**src/rtl/pidfd_pkg.sv**
```systemverilog
// Package for the PID controller with filtered derivative.
// Holds the datapath operation codes, controller/datapath structs and the
// Q16.16 round-and-saturate helper. No dependencies.
`default_nettype none

package pidfd_pkg;

    localparam int unsigned OP_W = 4;

    localparam logic [OP_W-1:0] OP_NONE   = 4'd0;
    localparam logic [OP_W-1:0] OP_LOAD   = 4'd1;
    localparam logic [OP_W-1:0] OP_DIFF   = 4'd2;
    localparam logic [OP_W-1:0] OP_MUL_D  = 4'd3;
    localparam logic [OP_W-1:0] OP_MUL_I  = 4'd4;
    localparam logic [OP_W-1:0] OP_MUL_P  = 4'd5;
    localparam logic [OP_W-1:0] OP_FILT_A = 4'd6;
    localparam logic [OP_W-1:0] OP_FILT_B = 4'd7;
    localparam logic [OP_W-1:0] OP_FILT_C = 4'd8;
    localparam logic [OP_W-1:0] OP_SUM    = 4'd9;
    localparam logic [OP_W-1:0] OP_OUT    = 4'd10;

    localparam logic [2:0] REG_GAIN_P       = 3'd0;
    localparam logic [2:0] REG_GAIN_I       = 3'd1;
    localparam logic [2:0] REG_GAIN_D       = 3'd2;
    localparam logic [2:0] REG_INT_BOUND    = 3'd3;
    localparam logic [2:0] REG_DRIVE_UPPER  = 3'd4;
    localparam logic [2:0] REG_DRIVE_LOWER  = 3'd5;
    localparam logic [2:0] REG_SMOOTH_COEFF = 3'd6;
    localparam logic [2:0] REG_DEAD_BAND    = 3'd7;

    typedef struct packed {
        logic [OP_W-1:0] op;
    } cmd_t;

    typedef struct packed {
        logic filt_off;
    } sts_t;

    // Q32.32 product to Q16.16: add half an LSB, floor, saturate to 32 bits
    function automatic logic [31:0] round_sat(input logic signed [65:0] x);
        logic signed [65:0] t;
        logic signed [65:0] s;
        t = x + 66'sd32768;
        s = t >>> 16;
        if (s > 66'sd2147483647)
            return 32'h7FFF_FFFF;
        else if (s < -66'sd2147483648)
            return 32'h8000_0000;
        else
            return s[31:0];
    endfunction

endpackage

`default_nettype wire

```
**src/rtl/pidfd_ctrl.sv**
```systemverilog
// Sequencer for the PID controller: walks one item through the shared
// multiplier schedule and owns the result valid flag.
// Depends on pidfd_pkg.
`default_nettype none

module pidfd_ctrl (
    input  wire logic            clk,
    input  wire logic            rst_n,
    input  wire logic            sample_valid,
    output logic                 sample_ready,
    input  wire logic            action,
    output logic                 result_valid,
    input  wire logic            result_ready,
    input  wire pidfd_pkg::sts_t sts,
    output pidfd_pkg::cmd_t      cmd
);

    localparam logic [3:0] ST_IDLE   = 4'd0;
    localparam logic [3:0] ST_DIFF   = 4'd1;
    localparam logic [3:0] ST_MUL_D  = 4'd2;
    localparam logic [3:0] ST_MUL_I  = 4'd3;
    localparam logic [3:0] ST_MUL_P  = 4'd4;
    localparam logic [3:0] ST_FILT_A = 4'd5;
    localparam logic [3:0] ST_FILT_B = 4'd6;
    localparam logic [3:0] ST_FILT_C = 4'd7;
    localparam logic [3:0] ST_SUM    = 4'd8;
    localparam logic [3:0] ST_OUT    = 4'd9;

    logic [3:0] state_reg;
    logic [3:0] state_next;
    logic       valid_reg;
    logic       valid_next;

    always_comb
    begin
        state_next   = state_reg;
        valid_next   = valid_reg && !result_ready;
        cmd.op       = pidfd_pkg::OP_NONE;
        sample_ready = 1'b0;
        case (state_reg)
            ST_IDLE:
            begin
                sample_ready = 1'b1;
                if (sample_valid)
                begin
                    cmd.op     = pidfd_pkg::OP_LOAD;
                    state_next = action ? ST_OUT : ST_DIFF;
                end
            end
            ST_DIFF:
            begin
                cmd.op     = pidfd_pkg::OP_DIFF;
                state_next = ST_MUL_D;
            end
            ST_MUL_D:
            begin
                cmd.op     = pidfd_pkg::OP_MUL_D;
                state_next = ST_MUL_I;
            end
            ST_MUL_I:
            begin
                cmd.op     = pidfd_pkg::OP_MUL_I;
                state_next = ST_MUL_P;
            end
            ST_MUL_P:
            begin
                cmd.op     = pidfd_pkg::OP_MUL_P;
                state_next = ST_FILT_A;
            end
            ST_FILT_A:
            begin
                cmd.op     = pidfd_pkg::OP_FILT_A;
                state_next = sts.filt_off ? ST_SUM : ST_FILT_B;
            end
            ST_FILT_B:
            begin
                cmd.op     = pidfd_pkg::OP_FILT_B;
                state_next = ST_FILT_C;
            end
            ST_FILT_C:
            begin
                cmd.op     = pidfd_pkg::OP_FILT_C;
                state_next = ST_SUM;
            end
            ST_SUM:
            begin
                cmd.op     = pidfd_pkg::OP_SUM;
                state_next = ST_OUT;
            end
            ST_OUT:
            begin
                // hold until the output register is free
                if (!valid_reg || result_ready)
                begin
                    cmd.op     = pidfd_pkg::OP_OUT;
                    valid_next = 1'b1;
                    state_next = ST_IDLE;
                end
            end
            default:
            begin
                state_next = ST_IDLE;
            end
        endcase
    end

    always_ff @(posedge clk or negedge rst_n)
    begin
        if (!rst_n)
        begin
            state_reg <= ST_IDLE;
            valid_reg <= 1'b0;
        end
        else
        begin
            state_reg <= state_next;
            valid_reg <= valid_next;
        end
    end

    assign result_valid = valid_reg;

endmodule

`default_nettype wire

```
**src/rtl/pidfd_dp.sv**
```systemverilog
// Datapath for the PID controller: configuration registers, controller
// state, one shared 33x33 multiplier and the output register.
// Depends on pidfd_pkg.
`default_nettype none

module pidfd_dp (
    input  wire logic            clk,
    input  wire logic            rst_n,
    input  wire pidfd_pkg::cmd_t cmd,
    output pidfd_pkg::sts_t      sts,
    input  wire logic            cfg_valid,
    input  wire logic [2:0]      cfg_index,
    input  wire logic [31:0]     cfg_data,
    input  wire logic            action,
    input  wire logic [31:0]     error_sample,
    input  wire logic            integral_hold,
    output logic [31:0]          drive,
    output logic                 drive_clamped
);

    logic signed [31:0] gain_p_reg;
    logic signed [31:0] gain_i_reg;
    logic signed [31:0] gain_d_reg;
    logic [30:0]        int_bound_reg;
    logic signed [31:0] drive_upper_reg;
    logic signed [31:0] drive_lower_reg;
    logic [15:0]        smooth_reg;
    logic [30:0]        dead_band_reg;

    logic signed [31:0] prev_err_reg;
    logic signed [31:0] integ_reg;
    logic signed [31:0] deriv_last_reg;

    logic signed [31:0] err_reg;
    logic               hold_reg;
    logic               clr_reg;
    logic signed [32:0] diff_reg;
    logic signed [65:0] prod_reg;
    logic signed [65:0] prod2_reg;
    logic signed [31:0] raw_reg;
    logic signed [31:0] p_reg;
    logic signed [31:0] d_reg;
    logic signed [33:0] sum_reg;
    logic [31:0]        drive_reg;
    logic               clamped_reg;

    logic signed [32:0] band_ext;
    logic signed [32:0] err_ext;
    logic signed [32:0] dz_wide;
    logic signed [31:0] dz_val;
    logic signed [32:0] mul_a;
    logic signed [32:0] mul_b;
    logic signed [65:0] mul_p;
    logic [16:0]        coeff_rest;
    logic signed [31:0] term_round;
    logic signed [32:0] acc;
    logic signed [32:0] bnd;
    logic signed [32:0] integ_next;
    logic signed [65:0] filt_sum;
    logic signed [31:0] filt_val;
    logic signed [33:0] upper_ext;
    logic signed [33:0] lower_ext;
    logic [31:0]        drive_next;
    logic               clamped_next;

    // deadzone
    always_comb
    begin
        band_ext = $signed({2'b00, dead_band_reg});
        err_ext  = {error_sample[31], error_sample};
        if (dead_band_reg == 31'd0)
            dz_wide = err_ext;
        else if (err_ext <= band_ext && err_ext >= -band_ext)
            dz_wide = 33'sd0;
        else if (err_ext > band_ext)
            dz_wide = err_ext - band_ext;
        else
            dz_wide = err_ext + band_ext;
        dz_val = dz_wide[31:0];
    end

    // shared multiplier operand select
    always_comb
    begin
        coeff_rest = 17'h10000 - {1'b0, smooth_reg};
        mul_a      = 33'sd0;
        mul_b      = 33'sd0;
        case (cmd.op)
            pidfd_pkg::OP_MUL_D:
            begin
                mul_a = {gain_d_reg[31], gain_d_reg};
                mul_b = diff_reg;
            end
            pidfd_pkg::OP_MUL_I:
            begin
                mul_a = {gain_i_reg[31], gain_i_reg};
                mul_b = {err_reg[31], err_reg};
            end
            pidfd_pkg::OP_MUL_P:
            begin
                mul_a = {gain_p_reg[31], gain_p_reg};
                mul_b = {err_reg[31], err_reg};
            end
            pidfd_pkg::OP_FILT_A:
            begin
                mul_a = {raw_reg[31], raw_reg};
                mul_b = $signed({16'd0, coeff_rest});
            end
            pidfd_pkg::OP_FILT_B:
            begin
                mul_a = {deriv_last_reg[31], deriv_last_reg};
                mul_b = $signed({17'd0, smooth_reg});
            end
            default:
            begin
                mul_a = 33'sd0;
                mul_b = 33'sd0;
            end
        endcase
        mul_p = mul_a * mul_b;
    end

    // integrator step, derivative filter, output clamp
    always_comb
    begin
        term_round = pidfd_pkg::round_sat(prod_reg);
        acc        = {integ_reg[31], integ_reg} + {term_round[31], term_round};
        bnd        = $signed({2'b00, int_bound_reg});
        if (acc > bnd)
            integ_next = bnd;
        else if (acc < -bnd)
            integ_next = -bnd;
        else
            integ_next = acc;

        filt_sum = prod_reg + prod2_reg;
        filt_val = pidfd_pkg::round_sat(filt_sum);

        upper_ext = {{2{drive_upper_reg[31]}}, drive_upper_reg};
        lower_ext = {{2{drive_lower_reg[31]}}, drive_lower_reg};
        if (clr_reg)
        begin
            drive_next   = 32'd0;
            clamped_next = 1'b0;
        end
        else if (sum_reg > upper_ext)
        begin
            drive_next   = drive_upper_reg;
            clamped_next = 1'b1;
        end
        else if (sum_reg < lower_ext)
        begin
            drive_next   = drive_lower_reg;
            clamped_next = 1'b1;
        end
        else
        begin
            drive_next   = sum_reg[31:0];
            clamped_next = 1'b0;
        end
    end

    // configuration and controller state
    always_ff @(posedge clk or negedge rst_n)
    begin
        if (!rst_n)
        begin
            gain_p_reg      <= 32'sd0;
            gain_i_reg      <= 32'sd0;
            gain_d_reg      <= 32'sd0;
            int_bound_reg   <= 31'd0;
            drive_upper_reg <= 32'sh7FFF_FFFF;
            drive_lower_reg <= 32'sh8000_0000;
            smooth_reg      <= 16'd0;
            dead_band_reg   <= 31'd0;
            prev_err_reg    <= 32'sd0;
            integ_reg       <= 32'sd0;
            deriv_last_reg  <= 32'sd0;
        end
        else
        begin
            if (cfg_valid)
            begin
                case (cfg_index)
                    pidfd_pkg::REG_GAIN_P:       gain_p_reg      <= cfg_data;
                    pidfd_pkg::REG_GAIN_I:       gain_i_reg      <= cfg_data;
                    pidfd_pkg::REG_GAIN_D:       gain_d_reg      <= cfg_data;
                    pidfd_pkg::REG_INT_BOUND:    int_bound_reg   <= cfg_data[30:0];
                    pidfd_pkg::REG_DRIVE_UPPER:  drive_upper_reg <= cfg_data;
                    pidfd_pkg::REG_DRIVE_LOWER:  drive_lower_reg <= cfg_data;
                    pidfd_pkg::REG_SMOOTH_COEFF: smooth_reg      <= cfg_data[15:0];
                    pidfd_pkg::REG_DEAD_BAND:    dead_band_reg   <= cfg_data[30:0];
                    default:                     gain_p_reg      <= gain_p_reg;
                endcase
            end
            case (cmd.op)
                pidfd_pkg::OP_LOAD:
                begin
                    if (action)
                    begin
                        prev_err_reg   <= 32'sd0;
                        integ_reg      <= 32'sd0;
                        deriv_last_reg <= 32'sd0;
                    end
                end
                pidfd_pkg::OP_DIFF:
                begin
                    prev_err_reg <= err_reg;
                end
                pidfd_pkg::OP_MUL_P:
                begin
                    if (!hold_reg)
                        integ_reg <= integ_next[31:0];
                end
                pidfd_pkg::OP_FILT_C:
                begin
                    deriv_last_reg <= filt_val;
                end
                default:
                begin
                    integ_reg <= integ_reg;
                end
            endcase
        end
    end

    // per-item working registers
    always_ff @(posedge clk)
    begin
        case (cmd.op)
            pidfd_pkg::OP_LOAD:
            begin
                err_reg  <= dz_val;
                hold_reg <= integral_hold;
                clr_reg  <= action;
            end
            pidfd_pkg::OP_DIFF:
            begin
                diff_reg <= {err_reg[31], err_reg} - {prev_err_reg[31], prev_err_reg};
            end
            pidfd_pkg::OP_MUL_D:
            begin
                prod_reg <= mul_p;
            end
            pidfd_pkg::OP_MUL_I:
            begin
                raw_reg  <= term_round;
                prod_reg <= mul_p;
            end
            pidfd_pkg::OP_MUL_P:
            begin
                prod_reg <= mul_p;
            end
            pidfd_pkg::OP_FILT_A:
            begin
                p_reg    <= term_round;
                d_reg    <= raw_reg;
                prod_reg <= mul_p;
            end
            pidfd_pkg::OP_FILT_B:
            begin
                prod2_reg <= mul_p;
            end
            pidfd_pkg::OP_FILT_C:
            begin
                d_reg <= filt_val;
            end
            pidfd_pkg::OP_SUM:
            begin
                sum_reg <= {{2{p_reg[31]}}, p_reg} + {{2{integ_reg[31]}}, integ_reg}
                           + {{2{d_reg[31]}}, d_reg};
            end
            pidfd_pkg::OP_OUT:
            begin
                drive_reg   <= drive_next;
                clamped_reg <= clamped_next;
            end
            default:
            begin
                hold_reg <= hold_reg;
            end
        endcase
    end

    assign sts.filt_off   = (smooth_reg == 16'd0);
    assign drive          = drive_reg;
    assign drive_clamped  = clamped_reg;

endmodule

`default_nettype wire

```
**src/rtl/pid_controller_filtered_derivative.sv**
```systemverilog
// Top level of the positional PID controller with error deadzone, held
// integrator and low-pass filtered derivative. Depends on pidfd_pkg,
// pidfd_ctrl and pidfd_dp.
//
// One item at a time. A step item runs the difference, derivative,
// integral and proportional products, filter steps A to C (B and C only
// with the filter on), sum and output; a clear item goes straight to
// output. The single shared 33x33 multiplier is used once each for the
// three terms and twice more for the filter. A finished result waits in
// the output register while the next item is accepted. The configuration
// port is always ready; write it only while the block is idle.
`default_nettype none

module pid_controller_filtered_derivative (
    input  wire logic        clk,
    input  wire logic        rst_n,
    input  wire logic        sample_valid,
    output logic             sample_ready,
    input  wire logic        action,
    input  wire logic [31:0] error_sample,
    input  wire logic        integral_hold,
    output logic             result_valid,
    input  wire logic        result_ready,
    output logic [31:0]      drive,
    output logic             drive_clamped,
    input  wire logic        cfg_valid,
    output logic             cfg_ready,
    input  wire logic [2:0]  cfg_index,
    input  wire logic [31:0] cfg_data
);

    pidfd_pkg::cmd_t cmd;
    pidfd_pkg::sts_t sts;

    assign cfg_ready = 1'b1;

    pidfd_ctrl u_ctrl (
        .clk          (clk),
        .rst_n        (rst_n),
        .sample_valid (sample_valid),
        .sample_ready (sample_ready),
        .action       (action),
        .result_valid (result_valid),
        .result_ready (result_ready),
        .sts          (sts),
        .cmd          (cmd)
    );

    pidfd_dp u_dp (
        .clk           (clk),
        .rst_n         (rst_n),
        .cmd           (cmd),
        .sts           (sts),
        .cfg_valid     (cfg_valid),
        .cfg_index     (cfg_index),
        .cfg_data      (cfg_data),
        .action        (action),
        .error_sample  (error_sample),
        .integral_hold (integral_hold),
        .drive         (drive),
        .drive_clamped (drive_clamped)
    );

`ifndef NO_ASSERTIONS
    a_busy_after_accept: assert property (@(posedge clk) disable iff (!rst_n)
        sample_valid && sample_ready |=> !sample_ready)
        else $error("sample_ready stayed high after an item was accepted");

    a_result_ends_item: assert property (@(posedge clk) disable iff (!rst_n)
        $rose(result_valid) |-> sample_ready)
        else $error("result posted while the sequencer is still busy");

    a_busy_only_on_item: assert property (@(posedge clk) disable iff (!rst_n)
        $fell(sample_ready) |-> $past(sample_valid))
        else $error("sequencer left idle without an item");
`endif

endmodule

`default_nettype wire

```
**config.mk**
```make
export PLATFORM = sky130hd
export DESIGN_NAME = pid_controller_filtered_derivative
export DESIGN_NICKNAME = d
export VERILOG_FILES = /design/src/rtl/pidfd_pkg.sv /design/src/rtl/pidfd_ctrl.sv /design/src/rtl/pidfd_dp.sv /design/src/rtl/pid_controller_filtered_derivative.sv
export SDC_FILE = /design/constraint.sdc
export NUM_CORES = 2
export LEC_CHECK = 0
export ABC_AREA = 1
export BUFFER_PORTS_ARGS = -buffer_cell sky130_fd_sc_hd__buf_2
export CORE_ASPECT_RATIO = 0.9
export CORE_UTILIZATION = 40
export DETAILED_ROUTE_END_ITERATION = 10
export GPL_ROUTABILITY_DRIVEN = 0
export HOLD_SLACK_MARGIN = 0.02
export PLACE_DENSITY = 0.6
export SLEW_MARGIN = 25
export SYNTH_ARGS = -nofsm -noshare
export SYNTH_HDL_FRONTEND = slang
export SYNTH_HIERARCHICAL = 1
export SYNTH_SLANG_ARGS = --single-unit
```
**constraint.sdc**
```tcl
create_clock -name clk -period 12.05 [get_ports clk]
set_clock_uncertainty 0.2 [all_clocks]
set_input_delay 0.6025 -clock clk [delete_from_list [all_inputs] [get_ports clk]]
set_output_delay 0.6025 -clock clk [all_outputs]
set_load 0.005 [all_outputs]
```
-- After elaboration in Yosys (flattened, before gate mapping)
Index checks and enable logic that the tools add are counted.
Widths: inputs -> output; s select.
- bits in read-only memories: 0
- bits of input ports: 74
- memories kept: 0
- logic and storage cells: 138
- RAM bits: 0
- register bits: 701
- latch bits: 0
- eq/ne operators: 30
- shifts and indexed selects: 0
- reductions and logical operators: 27
- $lt $le $gt $ge: 11
- $mul: 1
- div/mod/pow operators: 0
- add/sub/neg operators: 12
- bitwise gates (word level): 0
- muxes and demuxes: 32
- operators with widths (kind ; number):
    $mux 32 ; 13
    $pmux 32 s2 ; 4
    $pmux 33 s5 ; 1
    $add 66x17->66 const B ; 2
    $pmux 33 s4 ; 1
    $gt 50x32->1 const B ; 2
    $lt 50x32->1 const B ; 2
    $pmux 4 s10 ; 2
    $add 32x32->33 ; 2
    $add 66x66->66 ; 1
    $mul 33x33->66 ; 1
    $neg 31->33 ; 2
    $add 34x34->34 ; 1
    $gt 34x32->1 ; 1
    $lt 34x32->1 ; 1
    $ge 32x33->1 ; 1
    $gt 33x32->1 ; 1
    $lt 33x33->1 ; 1
    $sub 32x32->33 ; 1
    $add 32x32->32 ; 1
    $eq 4x3->1 const B ; 8
    $gt 32x32->1 ; 1
    $le 32x32->1 ; 1
    $sub 32x32->32 ; 1
    23 further kinds ; 61

-- Logic depth before layout (Yosys ltp)
- depth in word-level cells: 10
- gate-level depth with buffers: 51
- mapped depth without buffers: 50

-- By module
Netlist, hierarchy kept.
- modules (own cells, without submodules) (module ; cells an instance ; instances ; seq. area each (µm²) ; area an instance (µm²)):
    pidfd_dp ; 10880 ; 1 ; 19268.5 ; 87762.9
    pidfd_ctrl ; 56 ; 1 ; 125.1 ; 376.6
    pid_controller_filtered_derivative ; 2 ; 1 ; 0.0 ; 11.3

-- Worst setup path after synthesis
OpenSTA, ideal clock, no wires.
- kind: input to register
- from: input result_ready
- to: register u_dp.prod2_reg[65], data pin
- cell stages on the path: 36
- required time: 11.586 ns
- slack: 0.839 ns
- arrival: 10.747 ns
- cell sequence: nor2_1 -> inv_1 -> nand4_1 -> nand2_1 -> nor2_1 -> inv_2 -> nor2_1 -> buf_2 -> clkbuf_1 -> a221oi_1 -> nand2_1 -> inv_1 -> buf_2 -> nor2_1 -> inv_1 -> fa_1 -> fa_1 -> inv_1 -> fa_1 -> inv_1 -> fa_1 -> inv_1 -> fa_1 -> fa_1 -> inv_1 -> fa_1 -> fa_1 -> inv_1 -> ha_1 -> inv_1 -> o21ai_0 -> nor2_1 -> nor2_1 -> a2111oi_0 -> o2111ai_1 -> xnor2_1
- RTL lines (what ; RTL line ; source):
    from (decl) ; pid_controller_filtered_derivative.sv:23 ; input wire logic result_ready,
    to (signal assigned) ; pidfd_dp.sv:262 ; prod2_reg <= mul_p;
    to (decl) ; pidfd_dp.sv:39 ; logic signed [65:0] prod2_reg;

==> summary.txt <==
I/O Buffers = 108
Num rows = 163
Leading cell type in the layout, fill and taps excluded = nand2_1
XOR/XNOR share of the synthesized area = 3.367%
WP buf/inv = 11
Antenna violations before repair = 22
Predominant post-synthesis flop cell = edfxtp_1
Later-pin clock latency in the skew report = 730 ps
Largest family of logic cells by synthesized area = adder cells
CTS Buffer Depth = 3
Worst slack at placement = 964.4 ps
Clock Sinks = 701
Routing usage on met3 = 5.991%
Critical path class = flip-flop to flip-flop
Clk root buf = clkbuf_16
Syn Area/Cell = 8.059 um^2
Crit path depth = 32
H-Tree Depth = 3
DP HPWL = 250.7 mm
Max Clock Freq = 88.81 MHz
Tot GR Track Use = 27.49%
First-pass GRT wire length = 464.4 mm
Worst reg2reg path startpoint = u_ctrl/state_reg[1]
GRT busiest layer = met2
Final core utilization = 43.57%
Tcrit/Tclk final = 93.44%
DRC = 0
Post-CTS sizing = 0
Worst-margin pin slew = 1055 ps
Rel. slew slack = 29.26%
Die width = 496.8 um
CORE AREA = 219000 um^2
Worst setup margin = 790.1 ps
Critical path launch point type = flip-flop
Area Growth Syn to Fin = 8.255%
Post-synth EDFFs = 362
DR vias = 75.56k
CTS buffer count = 80
DR WL/cell = 21.86 um
Vert. Die Dim = 447.4 um
Placed cell area = 92340 um^2
CTS tree = built
Final instance area = 95430 um^2
Hold WC Path Type = input pin to flip-flop
Hold path start = cfg_data[25]
Vias per cell = 5.431
Pre-antenna DRT Iters = 6
Synthesis warning total = 6
Seq/Total Area, Yosys = 22.00%
Clock Pin Slew Worst Setup and Hold Paths = 60 ps
Crit path time final = 11260 ps
Worst-path fanout max = 27
Routing usage on met1 = 37.48%
Synth Instances = 10.94k
Vias in the first global route = 75.98k
Largest net degree at the start of global routing = 171
Fin. Hold Viols = 0
Post-synthesis adder-cell area fraction = 35.79%
Share of layout cells above drive strength 1 = 5.202%
Initial Util = 40.24%
Distinct cell type count after synthesis = 70
Mux share of post-synthesis cell area = 0%
Hold Path Depth = 3
#FFs+latches synth = 701
Critical Path Start = u_ctrl/state_reg[1]
Hold_buf cts = 25
Ys async rst share = 48.36%
Worst Path Required = 12280 ps
Simple-gate share of the synthesized area = 19.61%
Crit-path max cell delay = 690 ps
Top cell family by delay on the critical path = adder cells
Status = finished, final reports clean
Final setup TNS = 0 ps
Synth Cell Area = 88150 um^2
Reg2reg path depth = 32
Synthesized Nets = 12.84k
Slew Viols, Final = 0
Die Area = 222300 um^2
Detailed Route WL = 304.2 mm
Initial DRC count = 8133
Highest-count cells in the layout ignoring fill and taps = 2606 x nand2_1, 2155 x inv_1, 1158 x fa_1
RSZ-0062 raised after global routing = false
Critical path data arrival time = 11490 ps
Crit end category = flip-flop
Overflow after GRT = 0
Post-CTS Setup Inserts = 0
Compound-Gate Fraction of Synth Area = 8.247%
Nets = 12.85k
I/O pins = 110
Max Cap Viol = 0
Met2 Use GR = 41.81%
Critical-path top delay cell = nor2_4
Antenna Nets Post-Route = 0
Setup violations, final = 0
## routing by layer
metal  part of all wire (%)  wire, um  vias to the layer above
li1                       -         -                    33921
met1                     42    128000                    37408
met2                     43    130400                     3599
met3                    9.9     30080                      618
met4                    5.1     15550                       14
met5                  0.032        97                        -
## path summary, 6_finish.rpt
kind / to / slack (ps)
max: u_dp/prod2_reg[65] / 790
min: u_dp/dead_band_reg[25] / 60
max reg2reg: u_dp/prod2_reg[65] / 790
min reg2reg: u_dp/gain_p_reg[28] / 280
max in group asynchronous: u_dp/gain_d_reg[16] / 9220
min in group asynchronous: u_dp/drive_lower_reg[21] / 300
## worst reg2reg max path: cells and delay by family (launching register included)
| family | cells | cell delay [ps] |
|---|---|---|
| xor+xnor | 1 | 160 |
| simple gates | 7 | 2080 |
| fa+ha+maj | 9 | 4960 |
| compound gates | 4 | 1170 |
| flops | 1 | 460 |
| buf+inv | 11 | 1970 |
## through the flow
step           std cells  hold slack [ps]
6_report           13914            62.86
3_3_place_gp       13724            264.4
5_1_grt            13906            56.52
3_5_place_dp       13724            267.5
4_1_cts            13899            22.34
2_1_floorplan      10938            106.9
## final cells by class
cell class / count / area [um^2]
antenna: 13 / 32.53
clock buffer: 111 / 2261
clock inverter: 39 / 460.4
fill: 21832 / 123600
inverter: 2189 / 8217
multi-input combinational: 7696 / 59440
sequential: 701 / 19390
tap: 2887 / 3612
timing repair buffer: 278 / 2009
## cell families (layout without fill, tap and decap cells)
logic type / Yosys count / in the layout
simple gates: 4246 / 4246
flops: 701 / 701
other cells: 1 / 14
buf+inv: 2541 / 2617
xor+xnor: 338 / 338
fa+ha+maj: 1826 / 1826
compound gates: 1285 / 1285
## synthesized netlist by cell type (9+ instances only)
cell type     n  area (um^2)
nor2_2       12        75.07
nor4_1       48        300.3
xnor2_1      68        595.6
inv_2        25        93.84
o211ai_1     25        187.7
nand4_1     114        713.2
dfstp_2      32        840.8
a22o_1       31        271.5
o22ai_1      46        287.8
a21o_1       22        165.2
o31ai_1      11        82.58
and3_1       10        62.56
fa_1       1159        23200
inv_1      2160         8108
nand2_1    2616         9819
nor3_1       93        465.5
o21ai_1      18        90.09
dfrtp_1     307         7682
o21bai_1     28        210.2
or2_2         9        56.30
a31oi_1      33        206.5
a221oi_1     44        385.4
nor2_1      981         3682
buf_4        12        90.09
xor2_1      269         2356
o21ai_0     536         2683
o221ai_1     10        87.58
edfxtp_1    362        10870
clkbuf_1    266        998.5
and2_1       11        68.82
nand3_1     283         1416
nand3b_1     30        225.2
o21a_1       21        157.7
a21oi_1     418         2092
buf_2        64        320.3
ha_1        667         8346
Power is not shown: default switching activity piles up to over one toggle a cycle in this logic, so the estimate is an artifact.
